==> config.mk <==
export PLATFORM = sky130hd
export DESIGN_NAME = ngram_token_position_generator
export DESIGN_NICKNAME = d
export VERILOG_FILES = /design/src/rtl/ngtp_pkg.sv /design/src/rtl/ngtp_cfg.sv /design/src/rtl/ngtp_step.sv /design/src/rtl/ngram_token_position_generator.sv
export SDC_FILE = /design/constraint.sdc
export NUM_CORES = 1
export LEC_CHECK = 0
export BUFFER_PORTS_ARGS = -buffer_cell sky130_fd_sc_hd__buf_2
export CORE_ASPECT_RATIO = 1.25
export CORE_MARGIN = 4
export CORE_UTILIZATION = 60
export CTS_CLUSTER_DIAMETER = 100
export DETAILED_ROUTE_END_ITERATION = 8
export PLACE_DENSITY_LB_ADDON = 0.12
export SYNTH_ARGS = -nofsm -noshare
export SYNTH_HDL_FRONTEND = slang
export SYNTH_HIERARCHICAL = 1
export SYNTH_SLANG_ARGS = --single-unit
==> constraint.sdc <==
create_clock -name clk -period 6.4 [get_ports clk]
set_input_delay 0.96 -clock clk [delete_from_list [all_inputs] [get_ports clk]]
set_output_delay 0.96 -clock clk [all_outputs]
set_load 0.05 [all_outputs]
==> src/rtl/ngtp_pkg.sv <==
`timescale 1ns / 1ps
`default_nettype none
// ----------------------------------------------------------------------------
// ngtp_pkg
// Types and constants shared by the n-gram token position generator.
// ----------------------------------------------------------------------------
package ngtp_pkg;

  localparam logic [3:0] GRAM_LIMIT   = 4'd8;
  localparam logic [3:0] DEFAULT_GRAM = 4'd2;

  // register indexes of the write port
  localparam logic CFG_MIN_GRAM = 1'b0;
  localparam logic CFG_MAX_GRAM = 1'b1;

  typedef struct packed {
    logic [3:0] text_length;
    logic       search_mode;
  } item_t;

  typedef struct packed {
    logic [2:0] token_offset;
    logic [3:0] token_length;
    logic       is_short;
    logic [3:0] short_min_length;
    logic       last;
  } token_t;

  typedef struct packed {
    logic [3:0] min_len;
    logic [3:0] max_len;
  } gram_cfg_t;

  typedef struct packed {
    logic [3:0] len;
    logic       srch;
    logic [3:0] tail;
    logic [3:0] head;
    logic [3:0] cur;
    logic [3:0] limit;
    logic       shrt;
  } walk_t;

  typedef struct packed {
    logic   emit;
    logic   done;
    token_t tok;
    walk_t  next;
  } step_t;

  typedef enum logic {
    ST_IDLE,
    ST_RUN
  } fsm_t;

endpackage
`default_nettype wire

==> src/rtl/ngtp_cfg.sv <==
`timescale 1ns / 1ps
`default_nettype none
// ----------------------------------------------------------------------------
// ngtp_cfg
// Gram length registers with clamping to the usable range.
// ----------------------------------------------------------------------------
module ngtp_cfg (
  input  wire logic               clk,
  input  wire logic               rst,
  input  wire logic               wr_en,
  input  wire logic               wr_index,
  input  wire logic [3:0]         wr_data,
  output ngtp_pkg::gram_cfg_t     cfg
);
  import ngtp_pkg::*;

  logic [3:0] min_gram_len;
  logic [3:0] max_gram_len;
  logic [3:0] min_eff;
  logic [3:0] max_clip;

  always_ff @(posedge clk) begin
    if (rst) begin
      min_gram_len <= DEFAULT_GRAM;
      max_gram_len <= DEFAULT_GRAM;
    end else if (wr_en) begin
      case (wr_index)
        CFG_MIN_GRAM: min_gram_len <= wr_data;
        CFG_MAX_GRAM: max_gram_len <= wr_data;
        default: ;
      endcase
    end
  end

  always_comb begin
    if (min_gram_len == 4'd0) begin
      min_eff = 4'd1;
    end else if (min_gram_len > GRAM_LIMIT) begin
      min_eff = GRAM_LIMIT;
    end else begin
      min_eff = min_gram_len;
    end
    max_clip    = (max_gram_len > GRAM_LIMIT) ? GRAM_LIMIT : max_gram_len;
    cfg.min_len = min_eff;
    cfg.max_len = (max_clip < min_eff) ? min_eff : max_clip;
  end

endmodule
`default_nettype wire

==> src/rtl/ngtp_step.sv <==
`timescale 1ns / 1ps
`default_nettype none
// ----------------------------------------------------------------------------
// ngtp_step
// Step unit: from the walk state it forms at most one token and the
// following walk state, and it builds the starting state of a new text.
// ----------------------------------------------------------------------------
module ngtp_step (
  input  wire ngtp_pkg::gram_cfg_t cfg,
  input  wire ngtp_pkg::walk_t     st,
  input  wire logic [3:0]          start_len,
  input  wire logic                start_srch,
  output ngtp_pkg::walk_t          init,
  output ngtp_pkg::step_t          res
);
  import ngtp_pkg::*;

  // search mode stops once the remaining text is shorter than the maximum
  function automatic logic stops(input walk_t w, input logic [3:0] mx);
    stops = w.srch && (w.cur < mx) && (w.tail != 4'd0) && (w.head == w.len) &&
            !(w.cur < w.limit);
  endfunction

  logic [3:0] init_cur;
  logic [3:0] tail_inc;
  logic [3:0] cur_sel;
  logic [4:0] head_sum;
  logic [4:0] lim_sum;
  logic [3:0] limit_n;
  walk_t      nx;

  always_comb begin
    init_cur  = start_srch ? cfg.max_len : cfg.min_len;
    init.len  = start_len;
    init.srch = start_srch;
    init.tail = 4'd0;
    init.shrt = 1'b0;
    if (init_cur > start_len) begin
      init.head  = start_len;
      init.limit = start_len;
      init.cur   = start_len;
      init.shrt  = start_srch && (cfg.min_len > start_len);
    end else begin
      init.head  = init_cur;
      init.limit = (cfg.max_len > start_len) ? start_len : cfg.max_len;
      init.cur   = init_cur;
    end
  end

  always_comb begin
    tail_inc = st.tail + 4'd1;
    cur_sel  = st.srch ? cfg.max_len : cfg.min_len;
    head_sum = {1'b0, tail_inc} + {1'b0, cur_sel};
    lim_sum  = {1'b0, tail_inc} + {1'b0, cfg.max_len};
    limit_n  = st.len - tail_inc;

    nx                         = st;
    res.emit                   = 1'b1;
    res.done                   = 1'b0;
    res.tok.token_offset       = st.tail[2:0];
    res.tok.token_length       = st.cur;
    res.tok.is_short           = 1'b0;
    res.tok.short_min_length   = 4'd0;
    res.tok.last               = 1'b0;

    if (st.shrt) begin
      res.tok.is_short         = 1'b1;
      res.tok.short_min_length = cfg.min_len;
      res.done                 = 1'b1;
    end else if (st.cur < st.limit) begin
      nx.cur  = st.cur + 4'd1;
      nx.head = st.head + 4'd1;
    end else if (stops(st, cfg.max_len)) begin
      res.emit = 1'b0;
      res.done = 1'b1;
    end else begin
      nx.tail = tail_inc;
      if (tail_inc >= st.len) begin
        res.done = 1'b1;
      end
      nx.head = (head_sum >= {1'b0, st.len}) ? st.len : head_sum[3:0];
      if (lim_sum >= {1'b0, st.len}) begin
        nx.limit = limit_n;
        nx.cur   = (cur_sel > limit_n) ? limit_n : cur_sel;
      end else begin
        nx.limit = cfg.max_len;
        nx.cur   = cur_sel;
      end
    end

    // the walk also ends when the following state would stop at once
    if (!res.done && stops(nx, cfg.max_len)) begin
      res.done = 1'b1;
    end
    res.tok.last = res.emit && res.done;
    res.next     = nx;
  end

endmodule
`default_nettype wire

==> src/rtl/ngram_token_position_generator.sv <==
`timescale 1ns / 1ps
`default_nettype none
// ----------------------------------------------------------------------------
// ngram_token_position_generator
// Emits the n-gram tokens of a text as offset and length pairs.
// ----------------------------------------------------------------------------
//  channel  signals                       direction  moves
//  item     item_valid/item_ready/item    in         one text request
//  token    token_valid/token_ready/token out        one token
//  config   wr_en/wr_index/wr_data        in         gram length write
//
//  a request is taken while idle, then the step unit gives one token per
//  cycle while the output register is free, at most 36 tokens for an
//  eight character text; an empty text gives none
//  item_ready is high only while no text is being walked
//  a stalled token register holds the step unit until taken
//  synchronous reset sets both gram lengths to 2 and returns to idle
// ----------------------------------------------------------------------------
module ngram_token_position_generator #(
  parameter int MAX_TEXT_LEN = 8
) (
  input  wire logic             clk,
  input  wire logic             rst,
  input  wire logic             item_valid,
  output logic                  item_ready,
  input  wire ngtp_pkg::item_t  item,
  output logic                  token_valid,
  input  wire logic             token_ready,
  output ngtp_pkg::token_t      token,
  input  wire logic             wr_en,
  input  wire logic             wr_index,
  input  wire logic [3:0]       wr_data
);
  import ngtp_pkg::*;

  localparam logic [3:0] TEXT_CAP = 4'(MAX_TEXT_LEN);

  gram_cfg_t  cfg;
  walk_t      st;
  walk_t      init;
  step_t      res;
  fsm_t       fsm;
  fsm_t       fsm_next;
  logic [3:0] len_eff;
  logic       accept;
  logic       adv;

  ngtp_cfg u_cfg (
    .clk      (clk),
    .rst      (rst),
    .wr_en    (wr_en),
    .wr_index (wr_index),
    .wr_data  (wr_data),
    .cfg      (cfg)
  );

  ngtp_step u_step (
    .cfg        (cfg),
    .st         (st),
    .start_len  (len_eff),
    .start_srch (item.search_mode),
    .init       (init),
    .res        (res)
  );

  assign len_eff = (item.text_length > TEXT_CAP) ? TEXT_CAP : item.text_length;
  assign accept  = item_valid && item_ready;

  always_comb begin
    item_ready = (fsm == ST_IDLE);
    adv        = (fsm == ST_RUN) && (!token_valid || token_ready);
  end

  always_comb begin
    fsm_next = fsm;
    case (fsm)
      ST_IDLE: begin
        if (accept && (len_eff != 4'd0)) begin
          fsm_next = ST_RUN;
        end
      end
      ST_RUN: begin
        if (adv && res.done) begin
          fsm_next = ST_IDLE;
        end
      end
      default: fsm_next = ST_IDLE;
    endcase
  end

  always_ff @(posedge clk) begin
    if (rst) begin
      fsm         <= ST_IDLE;
      token_valid <= 1'b0;
    end else begin
      fsm <= fsm_next;
      if (adv && res.emit) begin
        token_valid <= 1'b1;
      end else if (token_ready) begin
        token_valid <= 1'b0;
      end
    end
  end

  always_ff @(posedge clk) begin
    if (accept) begin
      st <= init;
    end else if (adv) begin
      st <= res.next;
    end
    if (adv && res.emit) begin
      token <= res.tok;
    end
  end

  // a short word is always the only and final token
  a_short_last: assert property (@(posedge clk) disable iff (rst)
    token_valid && token.is_short |-> token.last)
    else $error("short word token without last");

  a_short_len: assert property (@(posedge clk) disable iff (rst)
    token_valid && !token.is_short |-> token.short_min_length == 4'd0)
    else $error("short minimum on a normal token");

  a_tok_len: assert property (@(posedge clk) disable iff (rst)
    token_valid |-> token.token_length != 4'd0)
    else $error("zero length token");

  a_run_cur: assert property (@(posedge clk) disable iff (rst)
    fsm == ST_RUN |-> st.cur != 4'd0)
    else $error("walk running with zero gram length");

endmodule
`default_nettype wire
Word level (Yosys, flattened, before mapping). Cells that the tools add are included.

Bits of input ports: 15. RAM bits: 0. Latch bits: 0. Memory bits (read-only): 0. Register bits: 45. Logic and storage cells: 103. Output and inout bits: 15. Memories kept: 0.

Add/sub/neg operators: 6. $lt $le $gt $ge: 15. Mux-type cells: 33. Reduce and logical (&&, ||, !) cells: 29. $mul: 0. Div/mod/pow operators: 0. Shifts and indexed selects: 0. Bitwise logic cells: 2. Eq/ne operators: 2.

Operator list (count): 4-bit two-way mux (12); 16-bit two-way mux (2); 22-bit two-way mux (1); 4-bit less-than comparator (5); 17-bit two-way mux (1); 4-bit greater-than comparator (4); 1-bit logical AND (16); 8-bit two-way mux (2); 4-bit by 1-bit adder with 4-bit output (second input constant) (3); 4-bit greater-than comparator (second input constant) (3); 12-bit two-way mux (1); 4-bit nonzero test (3); 1-bit two-way mux (11); 4-bit by 4-bit adder with 5-bit output (2); 5-bit by 4-bit greater-or-equal comparator with 1-bit output (2); 4-bit equality test (2); 5-bit two-way mux (1); 4-bit greater-or-equal comparator (1); 1-bit zero test (4); 4-bit zero test (1); 2-bit AND reduction (2); 2-bit nonzero test (2); 4-bit subtractor (1); 2-bit two-way mux (1); 3 further kinds (4).

Depth between registers and ports, before layout. Gate-level depths: netlist of the first run.

Depth in word-level cells: 23. Depth in mapped cells: 28. Gate-level depth less buffers: 28.

Cells and area by module. The synthesis of the first run kept the hierarchy.

By module, submodules not included: ngtp_step (area an instance 2568.7 µm², instances 1, cells each 359); ngram_token_position_generator (area an instance 1535.2 µm², instances 1, cells each 76); ngtp_cfg (area an instance 493.0 µm², instances 1, cells each 62).

Worst setup path after synthesis of the first run. No wires, ideal clock.

Kind: register to register. From: register u_cfg.max_gram_len[3]. To: register fsm. Arrival time: 5594 ps. Library setup time: 130 ps. Stages on the path, launching flop included: 25. Path buffers: 1. Required time: 6270 ps. Path slack: 676 ps. Cells stage by stage: dfxtp_1 > dlygate4sd3_1 > ha_1 > a21o_1 > nor2_1 > mux2_1 > ha_1 > a21o_1 > a21oi_1 > xnor2_1 > ha_1 > o21ai_0 > o211ai_1 > nand2_1 > o21ai_0 > o22ai_1 > a21oi_1 > ha_1 > a211oi_1 > o31ai_1 > a2111oi_2 > o2111ai_1 > o31ai_1 > a21o_1 > a21oi_1.

RTL lines: from (decl) (line ngtp_cfg.sv:18) `logic [3:0] max_gram_len;`; from (signal assigned) (line ngtp_cfg.sv:29) `CFG_MAX_GRAM: max_gram_len <= wr_data;`; to (signal assigned) (line ngram_token_position_generator.sv:96) `fsm <= fsm_next;`; to (decl) (line ngram_token_position_generator.sv:42) `fsm_t fsm;`.

==> results of run 1 <==
[stage by stage]
step                instance area [um2]  instances
floorplan                          4608        500
global placement                   4573        581
detailed placement                 4573        581
CTS                                4683        589
global route                       4692        589
finish                             4692        589
[metal layers]
metal / wire [um] / track usage / part of all wire
met5: 0 / 0 / 0
met4: 581 / 0.1325 / 0.051
met3: 722 / 0.05082 / 0.063
met2: 5456 / 0.4261 / 0.48
met1: 4658 / 0.3020 / 0.41
[flip-flops by register name (all words and copies together) (netlist names)]
signal              flops
token_valid             1
u_cfg/max_gram_len      4
token                  13
st                     22
u_cfg/min_gram_len      4
fsm                     1
[layout make-up]
class	instances	area, um2
clock inverters	3	41.29
clock buffers	5	68.82
multi-input cells	364	2856
repair buffers	35	190.2
inverters	45	168.9
flip-flops and latches	45	1251
well taps	92	115.1
fillers	622	2709
[cell usage in the layout (no fill, tap or decap), types with 14 or more instances in the layout]
cell type,count
a21oi_1,38
buf_2,29
edfxtp_1,35
ha_1,54
inv_1,43
mux2_2,14
mux2_4,18
nand2_1,26
nor2_1,28
o21ai_0,26
xnor2_1,15
[tightest hold or removal path, stage by stage, from the launching register on]
cell and delay, ps:
dfxtp_1 310, nand2_1 50, a21oi_1 50
[worst max path at each step]
stage	start	end	slack (ps)	cells after the start
finish	u_cfg/max_gram_len[3]	fsm	330	26
global route	u_cfg/min_gram_len[3]	fsm	50	27
CTS	u_cfg/max_gram_len[3]	fsm	390	26
detailed placement	u_cfg/max_gram_len[3]	fsm	430	26
global placement	u_cfg/max_gram_len[3]	fsm	650	26
floorplan	u_cfg/max_gram_len[3]	fsm	680	24
[repair_timing]
action,CTS,global route
gates resized for setup,0,2
endpoints found under the setup margin,0,1
hold buffers,0,0
[cell families (layout without fill, tap and decap cells)]
family          count (synthesis)  in the layout  share of synthesized area
simple gates                  123            123                     0.1388
compound gates                119            119                     0.1690
buf+inv                        91             88                     0.1113
fa+ha+maj                      57             57                     0.1557
flops                          45             45                     0.2722
mux                            43             43                     0.1179
xor+xnor                       18             18                    0.03430
other cells                     1              4                  0.0008158
==> qor.csv, run 1 <==
stage;metric;value;unit
outcome;status;finished, final reports clean;
detailed_routing;vias;3694;
grt;grt_pass1_vias;3586;
setup_path;worstRegToRegCells;26;
setup_path;end_kind;register;
layout;area_growth;2.069;%
clock_tree;cts.sinks;45;
setup_path;cp.arrival;6240;ps
synth;ys_seq_elements;45;
setup_path;critPathKind;reg2reg;
clock_tree;cts_root_buffer;clkbuf_8;
detailed_routing;drt-total-wl;11420;um
setup_path;rr_startpoint;u_cfg/max_gram_len[3];
grt;grt_use_total;0.2540;
grt;grt_max_degree;25;
timing;finalMaxSlewViolations;0;
timing;rsz0062_at_grt;false;
synth;ys.flop_type;edfxtp_1;
grt;grt_pass1_wl;18080;um
placement;pre_cts_ws;433.1;ps
synth;synth_top_area_share;0.2286;
setup_path;cpMostUsedCell;ha_1;
floorplanning;die_x;86.29;um
synth;synth_common_cells;ha_1, inv_1, a21oi_1;
detailed_routing;vias_per_cell;6.272;
timing;hold_viol;0;
setup_path;rrSetupSlack;330;ps
synth;seq_area_frac_synth;0.2722;
setup_path;path_max_fanout;10;
clock_tree;clk_latency;300;ps
setup_path;crit_family;compound AO/OA/AOI/OAI gates;
min_path;hold_path_depth;2;
timing;fin_worst_skew;4.881;ps
setup_path;worstPathRequired;6570;ps
setup_path;slowest_delay;440;ps
timing;finalCritPeriodShare;0.9482;
synth;yosys.area.top_type;edfxtp_1;
placement;dp_hpwl;8964;um
synth;synth_edf_count;35;
clock_tree;ctsHtreeMaxLevel;2;
floorplanning;placementRows;35;
floorplanning;dieArea;9135;um2
min_path;hold_start;u_cfg/max_gram_len[2];
grt;gr-total-overflow;0;
floorplanning;die_y;105.9;um
detailed_routing;wl_per_cell;19.39;um
timing;worst_pin_slew;1036;ps
placement;port_buffers;29;
floorplanning;core-area;7401;um2
timing;max_clock_freq;0.1648;GHz
detailed_routing;drtIter0Drc;331;
clock_tree;cts_tree;built;
floorplanning;io_pins;30;
min_path;holdPathEnd;u_cfg/max_gram_len[2];
synth;synth_warnings;6;
detailed_routing;postRouteAntennaNets;0;
detailed_routing;drc;0;
clock_tree;cts_buffers;5;
clock_tree;cts_setup_buffers;0;
floorplanning;start_util;0.6211;
grt;grt_antenna_before_repair;0;
timing;setup_tns;0;ps
layout;final_util;0.6340;
clock_tree;cts.clk_slew.worst_paths;90;ps
synth;netlist_area;4597;um2
synth;synth_cells;497;
timing;setup_viol;0;
timing;hold_slack;458.0;ps
synth;avgSynthCellArea;9.249;um2
timing;setup_ws;331.5;ps
placement;place.gp.congestion;1.009;
synth;synth_cell_type_count;69;
setup_path;worstReg2RegEnd;fsm;
timing;fin_crit;6069;ps
layout;nNetsFinal;566;
setup_path;critPathSlowestCell;mux2_1;
synth;synthArstFlopShare;0;
clock_tree;cts_buffer_depth;2;
run;drv_cap;0;
setup_path;start_kind;register;
setup_path;crit_buf_inv;1;
min_path;hold_class;reg2reg;
layout;diodes;0;
layout;drive_above_1_share;0.1831;
synth;synth_most_common_cell;ha_1;
synth;synthTopCellsByArea;edfxtp_1, ha_1, mux2_4, buf_4, dfxtp_1;
timing;relSlewSlack;0.3090;
detailed_routing;dr.pass1.iters;5;
Power of run 1 is not shown: default switching activity piles up to over one toggle a cycle in this logic, so the estimate is an artifact.
==> run 2: changes to the inputs <==
ABC_AREA = 1   (was unset)
==> qor.csv, run 2 <==
stage;metric;value;unit;change
outcome;status;finished, final reports clean;;unchanged
placement;pre_cts_ws;1540;ps;was 433.1 ps
setup_path;critPathSlowestCell;fa_1;;was mux2_1
detailed_routing;wl_per_cell;15.51;um;was 19.39 um
setup_path;rr_startpoint;u_cfg/max_gram_len[1];;was u_cfg/max_gram_len[3]
synth;synth_edf_count;35;;unchanged
grt;grt_max_degree;25;;unchanged
floorplanning;placementRows;35;;unchanged
grt;grt_pass1_vias;4104;;was 3,586
synth;synthArstFlopShare;0;;unchanged
detailed_routing;postRouteAntennaNets;0;;unchanged
floorplanning;io_pins;30;;unchanged
timing;hold_slack;473.3;ps;was 458.0 ps
floorplanning;dieArea;9360;um2;was 9135 um2
grt;gr-total-overflow;0;;unchanged
synth;ys.flop_type;edfxtp_1;;unchanged
timing;fin_worst_skew;16.88;ps;was 4.881 ps
layout;area_growth;1.537;%;was 2.069%
floorplanning;die_x;87.34;um;was 86.29 um
timing;finalCritPeriodShare;0.7840;;was 0.9482
layout;final_common_cell;nand2_1;;was ha_1
synth;netlist_area;4721;um2;was 4597 um2
synth;synthTopCellsByArea;edfxtp_1, nand2_1, ha_1, inv_1, buf_4;;was edfxtp_1, ha_1, mux2_4, buf_4, dfxtp_1
setup_path;cp.arrival;5220;ps;was 6240 ps
clock_tree;ctsHtreeMaxLevel;2;;unchanged
clock_tree;cts_hold_buffers;0;;unchanged
clock_tree;cts_buffer_depth;2;;unchanged
detailed_routing;dr.pass1.iters;6;;was 5
synth;synth_most_common_cell;nand2_1;;was ha_1
setup_path;rrSetupSlack;1380;ps;was 330 ps
setup_path;critPathLaunch;u_cfg/max_gram_len[1];;was u_cfg/max_gram_len[3]
timing;setup_ws;1382;ps;was 331.5 ps
timing;relSlewSlack;0.2964;;was 0.3090
layout;largest_reg_flops;22;;unchanged
clock_tree;cts_root_buffer;clkbuf_8;;unchanged
min_path;hold_class;reg2reg;;unchanged
power;vdd_drop_max;0.0003490;V;
grt;grt_pass1_wl;19400;um;was 18,080 um
placement;dp_hpwl;9340;um;was 8964 um
timing;setup_tns;0;ps;unchanged
setup_path;worstReg2RegEnd;fsm;;unchanged
power;p_per_area;588.8;nW/um2;
setup_path;crit_path_end;fsm;;unchanged
placement;place.gp.congestion;0.9582;;was 1.009
synth;synth_common_cells;nand2_1, inv_1, ha_1;;was ha_1, inv_1, a21oi_1
timing;finalMaxSlewViolations;0;;unchanged
layout;final_cell_mix;nand2_1, inv_1, ha_1;;was ha_1, inv_1, a21oi_1
layout;nNetsFinal;747;;was 566
detailed_routing;drt-total-wl;11950;um;was 11,420 um
clock_tree;clk_latency;320;ps;was 300 ps
detailed_routing;vias;4277;;was 3,694
clock_tree;cts.clk_slew.worst_paths;90;ps;about the same
timing;max_clock_freq;0.1993;GHz;was 0.1648 GHz
detailed_routing;drc;0;;unchanged
floorplanning;die_y;107.2;um;was 105.9 um
detailed_routing;drtIter0Drc;289;;was 331
synth;yosys.area.top_type;edfxtp_1;;unchanged
timing;fin_crit;5018;ps;was 6069 ps
setup_path;start_kind;register;;unchanged
setup_path;end_kind;register;;unchanged
clock_tree;cts.sinks;45;;unchanged
setup_path;slowest_delay;480;ps;was 440 ps
synth;seq_area_frac_synth;0.2650;;was 0.2722
synth;synth_warnings;6;;unchanged
setup_path;critPathKind;reg2reg;;unchanged
grt;grt_use_total;0.2649;;was 0.2540
clock_tree;cts_setup_buffers;0;;unchanged
layout;diodes;0;;unchanged
synth;synth_cell_type_count;45;;was 69
timing;rsz0062_at_grt;false;;unchanged
layout;regMostFlops;st;;unchanged
synth;ys_seq_elements;45;;unchanged
floorplanning;core-area;7532;um2;was 7401 um2
synth;synth_top_area_share;0.2226;;was 0.2286
run;drv_cap;0;;unchanged
clock_tree;cts_buffers;5;;unchanged
power;power.leakage;2.599;nW;
synth;avgSynthCellArea;6.994;um2;was 9.249 um2
detailed_routing;vias_per_cell;5.555;;was 6.272
layout;largestRegisters;st (22), token (13);;unchanged
setup_path;worstRegToRegCells;33;;was 26
setup_path;worstPathRequired;6610;ps;was 6570 ps
floorplanning;start_util;0.6267;;was 0.6211
setup_path;cpMostUsedCell;nand2_1;;was ha_1
synth;synth_cells;675;;was 497
clock_tree;cts_resized;0;;unchanged
layout;drive_above_1_share;0.1490;;was 0.1831
timing;setup_viol;0;;unchanged
timing;worst_pin_slew;1052;ps;was 1036 ps
placement;port_buffers;29;;unchanged
grt;grt_antenna_before_repair;0;;unchanged
timing;hold_viol;0;;unchanged
clock_tree;cts_tree;built;;unchanged
setup_path;path_max_fanout;10;;unchanged
## run 2: cell count changes after synthesis, sizes merged, moves of 12 or more
cell / delta
nand3: +15
nor2: +13
xnor2: -13
nor2b: -12
a21oi: -12
mux2: -35
o21ai: +15
inv: +66
nand2: +222
## run 2: cells by family (layout without fill, tap and decap cells)
group,Yosys count,count (layout),synth area share
compound gates,87,87,0.1063
xor+xnor,7,7,0.01299
fa+ha+maj,55,55,0.1474
buf+inv,149,149,0.1521
flops,45,45,0.2650
other cells,1,4,0.0007944
simple gates,331,331,0.3154
## run 2: per-stage QoR
step	instance area (um2)	cells	utilization	power [mW]
after global placement	4703	762	0.6244	2.532
after global routing	4793	770	0.6364	3.133
after detailed placement	4703	762	0.6244	2.589
final	4793	770	0.6364	2.823
after CTS	4793	770	0.6364	2.793
after floorplan	4732	678	-	2.210
## run 2: area by class of cell
cell class,instances,area [um2]
Clock buffer,5,68.82
Timing Repair Buffer,30,152.6
Multi-Input combinational cell,484,2763
Sequential cell,45,1251
Fill cell,702,2739
Inverter,111,421.7
Clock inverter,3,21.27
Tap cell,92,115.1
## run 2: metal layers
metal / GRT usage / vias up / part of all wire
met5: 0 / - / 0
met4: 0.1327 / 0 / 0.043
met3: 0.04151 / 41 / 0.056
met2: 0.4596 / 171 / 0.51
met1: 0.3097 / 1939 / 0.39
li1: - / 2126 / -
## run 2: how the worst min path moves through the flow
stage | startpoint | endpoint | slack (ps) | depth (start not counted)
2_1_floorplan | u_cfg/max_gram_len[2] | u_cfg/max_gram_len[2] | 440 | 2
3_3_place_gp | u_cfg/min_gram_len[0] | u_cfg/min_gram_len[0] | 460 | 2
3_5_place_dp | u_cfg/min_gram_len[0] | u_cfg/min_gram_len[0] | 470 | 2
4_1_cts | u_cfg/min_gram_len[0] | u_cfg/min_gram_len[0] | 480 | 2
5_1_grt | u_cfg/min_gram_len[0] | u_cfg/min_gram_len[0] | 510 | 2
6_report | u_cfg/min_gram_len[0] | u_cfg/min_gram_len[0] | 470 | 2
## run 2: power breakdown
part	leakage (nW)	total (mW)	switching [mW]	internal (mW)
Sequential	0.426	0.537	0.0939	0.444
Clock	0.0445	0.197	0.119	0.0780
Combinational	2.13	2.09	1.37	0.717
Total	2.60	2.82	1.58	1.24
## run 2: critical path: cells and delay by family, from the launching register on
family | cells | cell delay (ps)
fa+ha+maj | 4 | 1340
buf+inv | 1 | 160
xor+xnor | 1 | 180
flops | 1 | 340
simple gates | 19 | 1800
compound gates | 8 | 1110
No activity file was read; power rests on OpenSTA's default activity.
==> run 3: changes to the inputs <==
CORE_UTILIZATION = 56   (was 60)
clock period = 4.5 ns   (was 6.4 ns; I/O delays follow)
==> qor.csv, run 3 (same netlist as run 2, synthesis figures left out) <==
stage;metric;value;unit;change
timing;relSlewSlack;0.3057;;was 0.2964
grt;grt_pass1_wl;18780;um;was 19,400 um
setup_path;cpMostUsedCell;nand2_1;;unchanged
setup_path;slowest_delay;370;ps;was 480 ps
grt;grt_use_total;0.2319;;was 0.2649
min_path;hold_class;reg2reg;;unchanged
timing;fin_worst_skew;9.641;ps;was 16.88 ps
setup_path;critPathSlowestCell;fa_2;;was fa_1
floorplanning;core-area;8240;um2;was 7532 um2
layout;final_cell_mix;nand2_1, inv_1, ha_1;;unchanged
layout;postLayoutCellArea;5096;um2;was 4793 um2
layout;final_common_cell;nand2_1;;unchanged
timing;setup_viol;0;;unchanged
layout;largestRegisters;st (22), token (13);;unchanged
clock_tree;cts_buffer_depth;2;;unchanged
detailed_routing;dr.pass1.iters;5;;was 6
timing;setup_ws;118.2;ps;was 1382 ps
setup_path;crit_buf_inv;1;;unchanged
grt;grt_antenna_before_repair;0;;unchanged
floorplanning;start_util;0.5729;;was 0.6267
detailed_routing;drc;0;;unchanged
timing;worst_pin_slew;1038;ps;was 1052 ps
setup_path;start_kind;register;;unchanged
detailed_routing;drtIter0Drc;353;;was 289
setup_path;worstPathRequired;4710;ps;was 6610 ps
layout;final_util;0.6184;;was 0.6364
floorplanning;placementRows;37;;was 35
clock_tree;cts_hold_buffers;0;;unchanged
detailed_routing;wl_per_cell;14.69;um;was 15.51 um
layout;regMostFlops;st;;unchanged
placement;port_buffers;29;;unchanged
layout;diodes;0;;unchanged
detailed_routing;vias_per_cell;5.363;;was 5.555
layout;largest_reg_flops;22;;unchanged
floorplanning;die_x;90.12;um;was 87.34 um
clock_tree;cts_root_buffer;clkbuf_8;;unchanged
floorplanning;dieArea;9972;um2;was 9360 um2
floorplanning;die_y;110.7;um;was 107.2 um
detailed_routing;postRouteAntennaNets;0;;unchanged
clock_tree;ctsHtreeMaxLevel;2;;unchanged
timing;finalMaxSlewViolations;0;;unchanged
placement;place.gp.congestion;0.9184;;was 0.9582
outcome;status;finished, final reports clean;;unchanged
grt;grt_pass1_vias;4102;;was 4,104
timing;fin_crit;4382;ps;was 5018 ps
placement;pre_cts_ws;20.70;ps;was 1540 ps
clock_tree;cts_buffers;5;;unchanged
grt;grt_max_degree;25;;unchanged
detailed_routing;drt-total-wl;11750;um;was 11,950 um
timing;finalCritPeriodShare;0.9737;;was 0.7840
setup_path;end_kind;register;;unchanged
placement;dpl-instance-area;4837;um2;was 4703 um2
layout;area_growth;7.951;%;was 1.537%
setup_path;cp.arrival;4590;ps;was 5220 ps
clock_tree;cts.clk_slew.worst_paths;90;ps;about the same
timing;setup_tns;0;ps;unchanged
timing;rsz0062_at_grt;true;;was false
setup_path;path_max_fanout;4;;was 10
setup_path;crit_family;simple AND/OR/NAND/NOR gates;;unchanged
layout;drive_above_1_share;0.2162;;was 0.1490
clock_tree;clk_latency;300;ps;was 320 ps
grt;gr-total-overflow;0;;unchanged
floorplanning;io_pins;30;;unchanged
detailed_routing;vias;4290;;was 4,277
placement;dp_hpwl;9256;um;was 9340 um
layout;nNetsFinal;772;;was 747
run;drv_cap;0;;unchanged
clock_tree;cts.sinks;45;;unchanged
clock_tree;cts_tree;built;;unchanged
timing;hold_viol;0;;unchanged
timing;max_clock_freq;0.2282;GHz;was 0.1993 GHz
setup_path;critPathKind;reg2reg;;unchanged
## run 3: cell count changes in the layout (fill, tap and decap cells not counted), moves of 3 or more
cell | previous run | this run
ha_1 | 54 | 51
a21oi_1 | 26 | 19
buf_4 | 1 | 26
dfxtp_2 | 0 | 3
nand2_2 | 31 | 36
nand2_1 | 212 | 206
o21ai_0 | 39 | 36
a21oi_2 | 1 | 8
dfxtp_1 | 10 | 7
## run 3: cell type report
class	instances	area, um2
Clock buffer	5	68.82
Clock inverter	3	21.27
Fill cell	774	3144
Inverter	111	421.7
Multi-Input combinational cell	484	2868
Sequential cell	45	1255
Tap cell	97	121.4
Timing Repair Buffer	55	340.3
## run 3: per-layer routing
metal  GRT usage  vias to the layer above  part of all wire
met5           0                        -                 0
met2      0.4382                      146              0.51
met3     0.02919                       36             0.050
met4     0.09602                        0             0.040
li1            -                     2176                 -
met1      0.2586                     1932              0.40
## run 3: metrics by stage
| stage | hold slack [ps] | instances |
|---|---|---|
| 5_1_grt | 518.1 | 800 |
| 2_1_floorplan | 444.3 | 678 |
| 3_5_place_dp | 469.0 | 784 |
| 3_3_place_gp | 464.2 | 784 |
| 4_1_cts | 481.6 | 792 |
| 6_report | 474.0 | 800 |
## run 3: final timing paths
kind	start	to	slack (ps)	depth (start not counted)
worst max-delay path	u_cfg/max_gram_len[2]	fsm	120	34
worst max register to register	u_cfg/max_gram_len[2]	fsm	120	34
worst min register to register	u_cfg/max_gram_len[2]	u_cfg/max_gram_len[2]	470	2
worst min-delay path	u_cfg/max_gram_len[2]	u_cfg/max_gram_len[2]	470	2
## run 3: timing repair
item	CTS	global route
setup buffers	0	8
endpoints found under the setup margin	0	4
gates resized for setup	0	32
## run 3: tightest hold or removal path: cells and delay by family (launching register included)
| kind | cells | cell delay, ps |
|---|---|---|
| DFF | 1 | 330 |
| buffers and inverters | 1 | 60 |
| AOI/OAI and AO/OA | 1 | 60 |
Power of run 3 is left out for the same reason.
